**src/hw/rtl/bhq_pkg.sv**
```systemverilog
// Shared types, widths and operation codes for the bounded history queue.
`timescale 1ns / 1ps

package bhq_pkg;

    localparam int ID_BITS     = 16;
    localparam int QUEUE_DEPTH = 64;
    localparam int MAX_W       = 7;
    localparam int POS_W       = 6;
    localparam int FUNC_W      = 3;
    localparam int CNT_OUT_W   = 7;

    localparam logic [MAX_W-1:0] MAX_ENTRIES_RESET = 7'd64;

    localparam logic [FUNC_W-1:0] FUNC_APPEND      = 3'd0;
    localparam logic [FUNC_W-1:0] FUNC_REMOVE      = 3'd1;
    localparam logic [FUNC_W-1:0] FUNC_READ        = 3'd2;
    localparam logic [FUNC_W-1:0] FUNC_NEW_ID      = 3'd3;
    localparam logic [FUNC_W-1:0] FUNC_TAKE_REPORT = 3'd4;

    localparam logic STATUS_OK      = 1'b0;
    localparam logic STATUS_BAD_POS = 1'b1;

    typedef struct packed {
        logic [FUNC_W-1:0]  func;
        logic [ID_BITS-1:0] msg_id;
        logic [POS_W-1:0]   position;
    } req_t;

    typedef struct packed {
        logic                 status;
        logic [ID_BITS-1:0]   read_id;
        logic [ID_BITS-1:0]   new_id;
        logic [CNT_OUT_W-1:0] count_now;
        logic                 report_valid;
        logic [ID_BITS-1:0]   report_id;
    } rsp_t;

endpackage

```
**src/hw/rtl/bhq_ram.sv**
```systemverilog
// Generic simple dual-port RAM with one write port and a registered read port.
`timescale 1ns / 1ps

module bhq_ram #(
    parameter int WIDTH = 16,
    parameter int DEPTH = 64
) (
    input  logic                     clk,
    input  logic                     we,
    input  logic [$clog2(DEPTH)-1:0] waddr,
    input  logic [WIDTH-1:0]         wdata,
    input  logic                     re,
    input  logic [$clog2(DEPTH)-1:0] raddr,
    output logic [WIDTH-1:0]         rdata
);

    logic [WIDTH-1:0] mem [DEPTH];

    always_ff @(posedge clk)
    begin
        if (we)
        begin
            mem[waddr] <= wdata;
        end
        if (re)
        begin
            rdata <= mem[raddr];
        end
    end

endmodule

```
**src/hw/rtl/bhq_ctrl.sv**
```systemverilog
// Queue sequencer: ring pointers, id counter, deletion report and RAM access control.
`timescale 1ns / 1ps

module bhq_ctrl #(
    parameter int DEPTH = bhq_pkg::QUEUE_DEPTH
) (
    input  logic                      clk,
    input  logic                      rst_n,
    input  logic [bhq_pkg::MAX_W-1:0] max_entries,
    input  logic                      in_valid,
    output logic                      in_ready,
    input  bhq_pkg::req_t             in_data,
    output logic                      res_valid,
    output bhq_pkg::rsp_t             res_data,
    input  logic                      res_take
);

    import bhq_pkg::*;

    localparam int PW   = $clog2(DEPTH);
    localparam int CW   = $clog2(DEPTH + 1);
    localparam int SW   = CW + 1;
    localparam int XW   = SW + 1;
    localparam int CMPW = (CW > MAX_W) ? CW : MAX_W;

    localparam logic [2:0] S_IDLE    = 3'd0;
    localparam logic [2:0] S_APP_EV  = 3'd1;
    localparam logic [2:0] S_RD_WAIT = 3'd2;
    localparam logic [2:0] S_REM1    = 3'd3;
    localparam logic [2:0] S_SHIFT   = 3'd4;
    localparam logic [2:0] S_EMIT    = 3'd5;

    logic [2:0]         state_reg, state_next;
    logic [PW-1:0]      head_reg, head_next;
    logic [CW-1:0]      count_reg, count_next;
    logic [ID_BITS-1:0] idc_reg, idc_next;
    logic               flag_reg, flag_next;
    logic [ID_BITS-1:0] val_reg, val_next;
    logic [CW-1:0]      c_reg, c_next;
    req_t               cur_reg, cur_next;
    rsp_t               res_reg, res_next;

    logic               we, re;
    logic [PW-1:0]      waddr, raddr;
    logic [ID_BITS-1:0] wdata, rdata;

    logic [CMPW-1:0] max_ext, cap, cnt_ext, pos_ext;
    logic            full, pos_bad, accept;
    logic [SW-1:0]   cnt_s, c1, c2;

    // Ring slot of a queue offset from the head; the offset never exceeds DEPTH.
    function automatic logic [PW-1:0] ring_at(input logic [PW-1:0] base,
                                              input logic [SW-1:0] off);
        logic [XW-1:0] sum;
        sum = XW'(base) + XW'(off);
        if (sum >= XW'(DEPTH))
        begin
            sum = sum - XW'(DEPTH);
        end
        return sum[PW-1:0];
    endfunction

    function automatic logic [CNT_OUT_W-1:0] cnt_out(input logic [CW-1:0] n);
        logic [CMPW-1:0] e;
        e = CMPW'(n);
        return e[CNT_OUT_W-1:0];
    endfunction

    bhq_ram #(
        .WIDTH(ID_BITS),
        .DEPTH(DEPTH)
    ) u_slots (
        .clk  (clk),
        .we   (we),
        .waddr(waddr),
        .wdata(wdata),
        .re   (re),
        .raddr(raddr),
        .rdata(rdata)
    );

    // A capacity of zero acts as one, anything above the ring size as the ring size.
    assign max_ext = CMPW'(max_entries);
    assign cap     = (max_ext == '0) ? CMPW'(1) :
                     (max_ext > CMPW'(DEPTH)) ? CMPW'(DEPTH) : max_ext;
    assign cnt_ext = CMPW'(count_reg);
    assign pos_ext = CMPW'(in_data.position);
    assign full    = cnt_ext >= cap;
    assign pos_bad = pos_ext >= cnt_ext;

    assign cnt_s = SW'(count_reg);
    assign c1    = SW'(c_reg) + SW'(1);
    assign c2    = SW'(c_reg) + SW'(2);

    assign in_ready  = (state_reg == S_IDLE);
    assign accept    = in_valid && in_ready;
    assign res_valid = (state_reg == S_EMIT);
    assign res_data  = res_reg;

    always_comb
    begin
        state_next = state_reg;
        head_next  = head_reg;
        count_next = count_reg;
        idc_next   = idc_reg;
        flag_next  = flag_reg;
        val_next   = val_reg;
        c_next     = c_reg;
        cur_next   = cur_reg;
        res_next   = res_reg;
        we         = 1'b0;
        waddr      = ring_at(head_reg, cnt_s);
        wdata      = cur_reg.msg_id;
        re         = 1'b0;
        raddr      = head_reg;

        case (state_reg)
            S_IDLE:
            begin
                if (accept)
                begin
                    cur_next              = in_data;
                    res_next.status       = STATUS_OK;
                    res_next.read_id      = '0;
                    res_next.new_id       = '0;
                    res_next.count_now    = cnt_out(count_reg);
                    res_next.report_valid = flag_reg;
                    res_next.report_id    = val_reg;
                    state_next            = S_EMIT;
                    case (in_data.func)
                        FUNC_APPEND:
                        begin
                            if (full)
                            begin
                                re         = 1'b1;
                                raddr      = head_reg;
                                state_next = S_APP_EV;
                            end
                            else
                            begin
                                we                 = 1'b1;
                                waddr              = ring_at(head_reg, cnt_s);
                                wdata              = in_data.msg_id;
                                count_next         = count_reg + 1'b1;
                                res_next.count_now = cnt_out(count_reg + 1'b1);
                            end
                        end
                        FUNC_REMOVE:
                        begin
                            if (pos_bad)
                            begin
                                res_next.status = STATUS_BAD_POS;
                            end
                            else
                            begin
                                re         = 1'b1;
                                raddr      = ring_at(head_reg, SW'(in_data.position));
                                c_next     = CW'(in_data.position);
                                state_next = S_REM1;
                            end
                        end
                        FUNC_READ:
                        begin
                            if (pos_bad)
                            begin
                                res_next.status = STATUS_BAD_POS;
                            end
                            else
                            begin
                                re         = 1'b1;
                                raddr      = ring_at(head_reg, SW'(in_data.position));
                                state_next = S_RD_WAIT;
                            end
                        end
                        FUNC_NEW_ID:
                        begin
                            res_next.new_id = idc_reg;
                            idc_next        = idc_reg + 1'b1;
                        end
                        FUNC_TAKE_REPORT:
                        begin
                            flag_next = 1'b0;
                            val_next  = '0;
                        end
                        default:
                        begin
                        end
                    endcase
                end
            end
            S_APP_EV:
            begin
                // The old head was read last cycle, so the new tail may reuse its slot.
                flag_next             = 1'b1;
                val_next              = rdata;
                head_next             = ring_at(head_reg, SW'(1));
                we                    = 1'b1;
                waddr                 = ring_at(head_reg, cnt_s);
                wdata                 = cur_reg.msg_id;
                res_next.report_valid = 1'b1;
                res_next.report_id    = rdata;
                state_next            = S_EMIT;
            end
            S_RD_WAIT:
            begin
                res_next.read_id = rdata;
                state_next       = S_EMIT;
            end
            S_REM1:
            begin
                flag_next             = 1'b1;
                val_next              = rdata;
                res_next.report_valid = 1'b1;
                res_next.report_id    = rdata;
                if (c1 < cnt_s)
                begin
                    re         = 1'b1;
                    raddr      = ring_at(head_reg, c1);
                    state_next = S_SHIFT;
                end
                else
                begin
                    count_next         = count_reg - 1'b1;
                    res_next.count_now = cnt_out(count_reg - 1'b1);
                    state_next         = S_EMIT;
                end
            end
            S_SHIFT:
            begin
                // rdata holds the entry behind the cursor; move it down one place.
                we     = 1'b1;
                waddr  = ring_at(head_reg, SW'(c_reg));
                wdata  = rdata;
                c_next = c_reg + 1'b1;
                if (c2 < cnt_s)
                begin
                    re    = 1'b1;
                    raddr = ring_at(head_reg, c2);
                end
                else
                begin
                    count_next         = count_reg - 1'b1;
                    res_next.count_now = cnt_out(count_reg - 1'b1);
                    state_next         = S_EMIT;
                end
            end
            S_EMIT:
            begin
                if (res_take)
                begin
                    state_next = S_IDLE;
                end
            end
            default:
            begin
                state_next = S_IDLE;
            end
        endcase
    end

    always_ff @(posedge clk or negedge rst_n)
    begin
        if (!rst_n)
        begin
            state_reg <= S_IDLE;
            head_reg  <= '0;
            count_reg <= '0;
            idc_reg   <= ID_BITS'(1);
            flag_reg  <= 1'b0;
            val_reg   <= '0;
        end
        else
        begin
            state_reg <= state_next;
            head_reg  <= head_next;
            count_reg <= count_next;
            idc_reg   <= idc_next;
            flag_reg  <= flag_next;
            val_reg   <= val_next;
        end
    end

    always_ff @(posedge clk)
    begin
        c_reg   <= c_next;
        cur_reg <= cur_next;
        res_reg <= res_next;
    end

    // The shift reads ahead of the write, so the two ports never meet on one slot.
    assert property (@(posedge clk) disable iff (!rst_n)
        (we && re) |-> (waddr != raddr))
        else $error("RAM read and write hit the same slot");

    assert property (@(posedge clk) disable iff (!rst_n)
        (accept && (in_data.func == FUNC_NEW_ID)) |=> (idc_reg == $past(idc_reg) + 1'b1))
        else $error("id counter did not advance after allocation");

    assert property (@(posedge clk) disable iff (!rst_n)
        (head_reg != $past(head_reg)) |-> ($past(state_reg) == S_APP_EV))
        else $error("head moved outside an eviction");

    assert property (@(posedge clk) disable iff (!rst_n)
        (state_reg == S_SHIFT) |-> $past(re))
        else $error("shift step without the read of its source entry");

    assert property (@(posedge clk) disable iff (!rst_n)
        (state_reg == S_IDLE) |-> (count_reg <= CW'(DEPTH)))
        else $error("entry count beyond ring size");

endmodule

```
**src/hw/rtl/bounded_history_queue_unit.sv**
```systemverilog
// Top level of the bounded history queue: capacity register, sequencer and result register.
//
//  channel   direction  handshake            payload
//  cfg       in         cfg_valid/cfg_ready  cfg_data: max_entries (7 bits)
//  in        in         in_valid/in_ready    in_data: func, msg_id, position
//  out       out        out_valid/out_ready  out_data: status .. report_id
//
// Take-id, take-report, unknown codes, bad positions and plain appends go straight from
// acceptance to the result; reads and evicting appends first pass S_RD_WAIT or S_APP_EV,
// since the slot RAM read port is registered. A removal at position p closes the gap by
// moving one entry per cycle through the RAM ports, count - 1 - p entries in all.
// The slot RAM needs no clearing after reset; the capacity resets to 64.
// A new transaction is taken while the previous result still waits in the output register.
`timescale 1ns / 1ps

module bounded_history_queue_unit #(
    parameter int DEPTH = bhq_pkg::QUEUE_DEPTH
) (
    input  logic                      clk,
    input  logic                      rst_n,
    input  logic                      cfg_valid,
    output logic                      cfg_ready,
    input  logic [bhq_pkg::MAX_W-1:0] cfg_data,
    input  logic                      in_valid,
    output logic                      in_ready,
    input  bhq_pkg::req_t             in_data,
    output logic                      out_valid,
    input  logic                      out_ready,
    output bhq_pkg::rsp_t             out_data
);

    import bhq_pkg::*;

    logic [MAX_W-1:0] max_entries_reg, max_entries_next;
    logic             out_valid_reg, out_valid_next;
    rsp_t             out_data_reg;
    logic             res_valid, res_take;
    rsp_t             res_data;

    bhq_ctrl #(
        .DEPTH(DEPTH)
    ) u_ctrl (
        .clk        (clk),
        .rst_n      (rst_n),
        .max_entries(max_entries_reg),
        .in_valid   (in_valid),
        .in_ready   (in_ready),
        .in_data    (in_data),
        .res_valid  (res_valid),
        .res_data   (res_data),
        .res_take   (res_take)
    );

    assign cfg_ready = 1'b1;
    assign res_take  = res_valid && (!out_valid_reg || out_ready);
    assign out_valid = out_valid_reg;
    assign out_data  = out_data_reg;

    always_comb
    begin
        max_entries_next = max_entries_reg;
        if (cfg_valid && cfg_ready)
        begin
            max_entries_next = cfg_data;
        end
        out_valid_next = out_valid_reg;
        if (res_take)
        begin
            out_valid_next = 1'b1;
        end
        else if (out_ready)
        begin
            out_valid_next = 1'b0;
        end
    end

    always_ff @(posedge clk or negedge rst_n)
    begin
        if (!rst_n)
        begin
            max_entries_reg <= MAX_ENTRIES_RESET;
            out_valid_reg   <= 1'b0;
        end
        else
        begin
            max_entries_reg <= max_entries_next;
            out_valid_reg   <= out_valid_next;
        end
    end

    always_ff @(posedge clk)
    begin
        if (res_take)
        begin
            out_data_reg <= res_data;
        end
    end

endmodule
```
**config.mk**
```make
export PLATFORM = sky130hd
export DESIGN_NAME = bounded_history_queue_unit
export DESIGN_NICKNAME = d
export VERILOG_FILES = /design/src/hw/rtl/bhq_pkg.sv /design/src/hw/rtl/bhq_ram.sv /design/src/hw/rtl/bhq_ctrl.sv /design/src/hw/rtl/bounded_history_queue_unit.sv
export SDC_FILE = /design/constraint.sdc
export NUM_CORES = 1
export LEC_CHECK = 0
export BUFFER_PORTS_ARGS = -buffer_cell sky130_fd_sc_hd__buf_2
export CELL_PAD_IN_SITES_DETAIL_PLACEMENT = 0
export CELL_PAD_IN_SITES_GLOBAL_PLACEMENT = 1
export CORE_ASPECT_RATIO = 1.2
export CORE_UTILIZATION = 43
export DETAILED_ROUTE_END_ITERATION = 12
export GPL_TIMING_DRIVEN = 0
export HOLD_SLACK_MARGIN = 0.05
export PLACE_DENSITY_LB_ADDON = 0.1
export SYNTH_ARGS = -nofsm -noshare
export SYNTH_HDL_FRONTEND = slang
export SYNTH_HIERARCHICAL = 1
export SYNTH_SLANG_ARGS = --single-unit
```
**constraint.sdc**
```tcl
create_clock -name clk -period 13.5 [get_ports clk]
set_input_delay 2.7 -clock clk [delete_from_list [all_inputs] [get_ports clk]]
set_output_delay 2.7 -clock clk [all_outputs]
set_load 0.01 [all_outputs]
```
# --- Word level (Yosys, flattened, before mapping) ---
# Memory sizes are Yosys's and may differ from the RTL's. A register that Yosys moved wholly into a read port is not among the register bits.
# Index checks and enable logic that the tools add are counted.
word_totals:
  ramBits: 1024
  latchBits: 0
  wordCells: 157
  input_bits: 37
  reg_bits: 194
  mem_count: 1
  mem_bits_ro: 0
  output_inout_bits: 60
classes:
  n_div: 0
  n_addsub: 18
  n_reduce_logical: 24
  n_lt_le_gt_ge: 11
  muxes: 65
  n_shift: 0
  n_mul: 0
  eq_ne: 16
  n_bitwise: 0
mem_list:
  columns: ["name", "words", "width", "read_ports", "rd_ports_with_merged_regs", "write_ports", "line", "rtl"]
  rows:
  - ["u_ctrl.u_slots.mem", 64, 16, 1, 1, 1, "bhq_ram.sv:17", "logic [WIDTH-1:0] mem [DEPTH];"]
op_table:
  columns: ["op", "count"]
  rows:
  - ["16-bit two-way mux", 6]
  - ["16-bit case mux with 2 select lines", 3]
  - ["6-bit two-way mux", 12]
  - ["7-bit two-way mux", 10]
  - ["56-bit two-way mux", 1]
  - ["7-bit case mux with 3 select lines", 2]
  - ["6-bit by 1-bit subtractor with 6-bit output (second input constant)", 6]
  - ["17-bit case mux with 2 select lines", 1]
  - ["6-bit by 8-bit adder with 9-bit output", 2]
  - ["9-bit by 7-bit >= comparator with 1-bit output (second input constant)", 2]
  - ["3-bit two-way mux", 6]
  - ["6-bit case mux with 3 select lines", 1]
  - ["16-bit by 1-bit adder with 16-bit output (second input constant)", 1]
  - ["6-bit by 7-bit adder with 8-bit output", 2]
  - ["8-bit by 7-bit >= comparator with 1-bit output (second input constant)", 2]
  - ["8-bit by 7-bit < comparator with 1-bit output", 2]
  - ["1-bit two-way mux", 16]
  - ["3-bit case mux with 5 select lines", 1]
  - ["7-bit by 1-bit adder with 7-bit output (second input constant)", 2]
  - ["7-bit >= comparator (second input constant)", 2]
  - ["7-bit case mux with 2 select lines", 1]
  - ["3-bit by 2-bit == test with 1-bit output (second input constant)", 4]
  - ["2-bit != test (second input constant)", 6]
  - ["3-bit == test (second input constant)", 3]
  - ["other kinds (24)", 40]

# --- Longest topological paths before layout ---
depth:
  word_depth: 10
  ltp_mapped: 21
  ltp_nobuf: 16

# --- Hierarchy ---
# The synthesis kept the hierarchy.
by_module_without_submodules:
  columns: ["mod", "seq_area_each_um2", "cells_each", "instances", "area_each_um2"]
  rows:
  - ["bhq_ram", 31230.0, 1820, 1, 40138.5]
  - ["bhq_ctrl", 3629.7, 679, 1, 7547.2]
  - ["bounded_history_queue_unit", 1913.1, 78, 1, 2059.5]

# --- Worst setup path before layout ---
# Ideal clock, no wire load.
synth_path:
  path_kind: "input -> register"
  startpoint: "in in_data[24] (netlist name)"
  endpoint: "mem u_ctrl.u_slots.mem[0][0] (data pin)"
  path_stages: 6
  required_time_ns: 12.912
  path_buffers: 2
  arrival_time_ns: 5.966
  slack_ns: 6.946
  setup_time_ns: 0.588
  cell_sequence: "or3_1 buf_1 nor3_4 clkbuf_1 nand2_1 a31oi_1"
synth_via:
  elab_chain_len: 4
synth_lines:
  columns: ["item", "line", "rtl"]
  rows:
  - ["start: declaration", "bounded_history_queue_unit.sv:26", "input bhq_pkg::req_t in_data,"]
  - ["3-bit zero test", "bhq_ctrl.sv:130", "case (in_data.func)"]
  - ["16-bit two-way mux", "bhq_ctrl.sv:130", null]
  - ["16-bit two-way mux", "bhq_ctrl.sv:120", "if (accept)"]
  - ["16-bit case mux with 2 select lines", "bhq_ctrl.sv:117", "case (state_reg)"]
  - ["named net u_ctrl.wdata[0]", "bhq_ctrl.sv:45", "logic [ID_BITS-1:0] wdata, rdata;"]
  - ["end: declaration", "bhq_ram.sv:17", null]
# The timed path passes the listed nets, and every way through them passes these cells.

# --- Worst setup path after layout ---
layout_path:
  startpoint: "in in_data[2] (netlist name)"
  endpoint: "reg u_ctrl.u_slots.rdata[0], read port of u_ctrl.u_slots.mem (data pin)"
layout_via:
  elab_chain_len: 7
  word_cells_on_any_way: 13
  classes_between: "2 x add/sub; 2 x order compare; 9 x mux"
layout_lines:
  columns: ["item", "line", "rtl"]
  rows:
  - ["6-bit by 6-bit adder with 7-bit output", "bhq_ctrl.sv:55", "sum = XW'(base) + XW'(off);"]
  - ["7-bit >= comparator", "bhq_ctrl.sv:56", "if (sum >= XW'(DEPTH))"]
  - ["6-bit two-way mux", "bhq_ctrl.sv:56", null]
  - ["6-bit two-way mux (*)", "bhq_ctrl.sv:164", "if (pos_bad)"]
  - ["6-bit two-way mux (*)", null, null]
  - ["6-bit two-way mux (*)", "bhq_ctrl.sv:120", null]
  - ["6-bit case mux with 3 select lines (*)", "bhq_ctrl.sv:117", null]
  - ["named net u_ctrl.raddr[1]", "bhq_ctrl.sv:44", "logic [PW-1:0] waddr, raddr;"]
  - ["end: declaration", "bhq_ram.sv:14", "output logic [WIDTH-1:0] rdata"]
# The timed path passes the listed nets; every way through them passes the cells marked *.
# A chain may end at the register's enable or synchronous reset.

==> results_dict.tcl <==
set metrics [dict create \
    avgRoutedWirePerCell_um 29.46 \
    cpLargestDelayFamily "simple AND/OR/NAND/NOR gates" \
    vias 25753 \
    antenna_found_initial 3 \
    grt_setup_unrepaired "no" \
    slew-limit-headroom 0.2176 \
    crit_arrival_ns 7.89 \
    cts_buffers 130 \
    seq_area_frac_synth 0.7392 \
    crit_required_ns 13.90 \
    fin_nets 2976 \
    async_reset_ff_frac 0.04619 \
    synth_compound_area_frac 0.04708 \
    worstMarginPinSlew_ns 1.168 \
    cts_root_buf "clkbuf_16" \
    hold_buffers 0 \
    drtAntennaViolNets 0 \
    crit_path_frequent_cell "buf_2" \
    clk_latency_ns 0.76 \
    core_mm2 0.1147 \
    track_usage 0.2304 \
    ioPinCount 97 \
    gr-total-overflow 0 \
    diodes 0 \
    cp_max_fo 10 \
    status "finished clean" \
    rows 136 \
    ys.flop_type "edfxtp_1" \
    timing_hold_violations_final 0 \
    period_minus_slack_ns 7.494 \
    grt_pass1_vias 26795 \
    syn_area_mm2 0.04975 \
    maxCapViolations 0 \
    utilization 0.5067 \
    skew_ns 0.02782 \
    cp-end-kind "flip-flop" \
    synth_top_family_by_area "multiplexers" \
    dp.cells 4270 \
    vias_per_cell 5.717 \
    hp-class "reg -> reg" \
    synth_top_area_share 0.7105 \
    dieHeight_um 374.6 \
    ys_top_cells_by_count "edfxtp_1, mux4_2, nor2_1" \
    hpwl_um 92580 \
    crit_chain "buf_2, ha_1, a21oi_1, o21ai_0, a211oi_4, a31oi_1, o21a_1, a221o_1, buf_4, buf_2, buf_2, nor2_1, a22oi_1, and3_1, nor4_1" \
    cts_resized 0 \
    syn_nets 2669 \
    drtIter0Drc 2228 \
    synthAdderAreaFrac 0.01444 \
    synth_top_area_cell "edfxtp_1" \
    grt_first_pass_wirelength_um 191500 \
    path_clk_slew_ns 0.06 \
    drt-total-wl_um 132700 \
    gp_congestion 0.9086 \
    cp.buffers_inverters 4 \
    start_kind "input pin" \
    die_width_um 312.5 \
    synth_mux_area_frac 0.1255 \
    dr.pass1.iters 6 \
    drcViolationCount 0 \
    tns_ns 0 \
    fmax_mhz 133.4 \
    drive_gt1_frac 0.2611 \
    synth_most_common_cell "edfxtp_1" \
    die_area_mm2 0.1171 \
    largest_reg_flops 1024 \
    max_stage_delay_ns 0.85 \
    cts_setup_buffers 0 \
    synth.area.top_cells "edfxtp_1, mux4_2, dfrtp_1, mux2i_1, ha_1" \
    clockBufferDepth 3 \
    ys_types 86 \
    drv_slew 0 \
    cts_tree "yes" \
    yosys_warnings 6 \
    grt_max_degree 65 \
    final_cells 4505 \
    synth_edf_count 1177 \
    start_util 0.4337 \
    setup.worst_path.class "in -> reg" \
    cts.htree.levels 4 \
    ys_ff_latch 1234 \
    synthesis.instances 2577 \
    cts.sinks 1234 \
    area_delta_synth_final_pct 16.82 \
    synth-simple-area-share 0.04545 \
    synthXorXnorAreaFrac 0.009155 \
    synth_area_per_cell_um2 19.30 \
    portBuffers 94 \
    slowest_stage "nor2_1" \
    fin_crit_sh 0.5551 \
    setup_viol 0 \
]
-- metrics by stage --
stage / worst slack (ns) / instance area, µm² / hold WS (ns)
6_report: 6.006 / 58110 / 0.4166
5_1_grt: 6.024 / 58110 / 0.4216
4_1_cts: 6.093 / 58110 / 0.4181
3_5_place_dp: 5.307 / 53800 / 0.4045
3_3_place_gp: 3.080 / 52120 / 0.4043
2_1_floorplan: 6.946 / 49750 / 0.4003
-- layer usage --
| metal | part of all wire | global-route usage | vias to the layer above |
|---|---|---|---|
| met2 | 0.53 | 0.4092 | 795 |
| met3 | 0.049 | 0.03489 | 196 |
| li1 | - | - | 11171 |
| met4 | 0.033 | 0.08329 | 4 |
| met1 | 0.39 | 0.2844 | 13587 |
| met5 | 0.00022 | 0 | - |
-- cells by family (layout without fill, tap and decap cells) --
| kind of cell | count (synthesis) | count (layout) |
|---|---|---|
| compound gates | 310 | 310 |
| fa+ha+maj | 55 | 55 |
| other cells | 1 | 1 |
| buf+inv | 167 | 577 |
| flops | 1234 | 1234 |
| xor+xnor | 52 | 52 |
| simple gates | 419 | 419 |
| mux | 339 | 339 |
-- worst register-to-register path, delay by kind of cell, from the launching register on --
family	cells	cell delay, ns
buffers and inverters	3	0.88
flip-flops	1	0.53
AO/OA/AOI/OAI	7	2.05
XOR/XNOR	1	0.36
AND/OR/NAND/NOR	3	1.98
adder cells (fa/ha/maj)	2	0.62
-- placed cells by master (no fill, tap or decap), drive strengths merged, types with 30 or more instances in the layout --
master	instances
clkinv	54
dfrtp	55
mux4	223
inv	30
nand3	47
a21oi	37
a22oi	62
nor2	99
nand2	76
a22o	36
mux2i	95
clkbuf	231
buf	245
nor2b	36
ha	51
edfxtp	1177
and2	56
xnor2	38
-- worst paths after layout --
path | start | end | slack (ns) | cells after the start
max in group asynchronous | rst_n | u_ctrl/idc_reg[2] | 10.89 | 1
worst max register to register | u_ctrl/c_reg[0] | u_ctrl/u_slots/rdata[0] | 6.75 | 16
worst max-delay path | in_data[2] | u_ctrl/u_slots/rdata[0] | 6.01 | 15
min in group asynchronous | rst_n | max_entries_reg[1] | 2.03 | 1
worst min register to register | u_ctrl/res_data[8] | out_data[8] | 0.42 | 0
worst min-delay path | u_ctrl/res_data[8] | out_data[8] | 0.42 | 0
-- cell type report --
class	count	area [µm²]
Tap cell	1518	1899
Multi-Input combinational cell	1176	12290
Sequential cell	1234	36770
Buffer	140	842.1
Fill cell	9364	56580
Clock buffer	161	3496
Inverter	27	107.6
Timing Repair Buffer	175	1887
Clock inverter	74	812.0
Power is not shown: default switching activity piles up to over one toggle a cycle in this logic, so the estimate is an artifact.
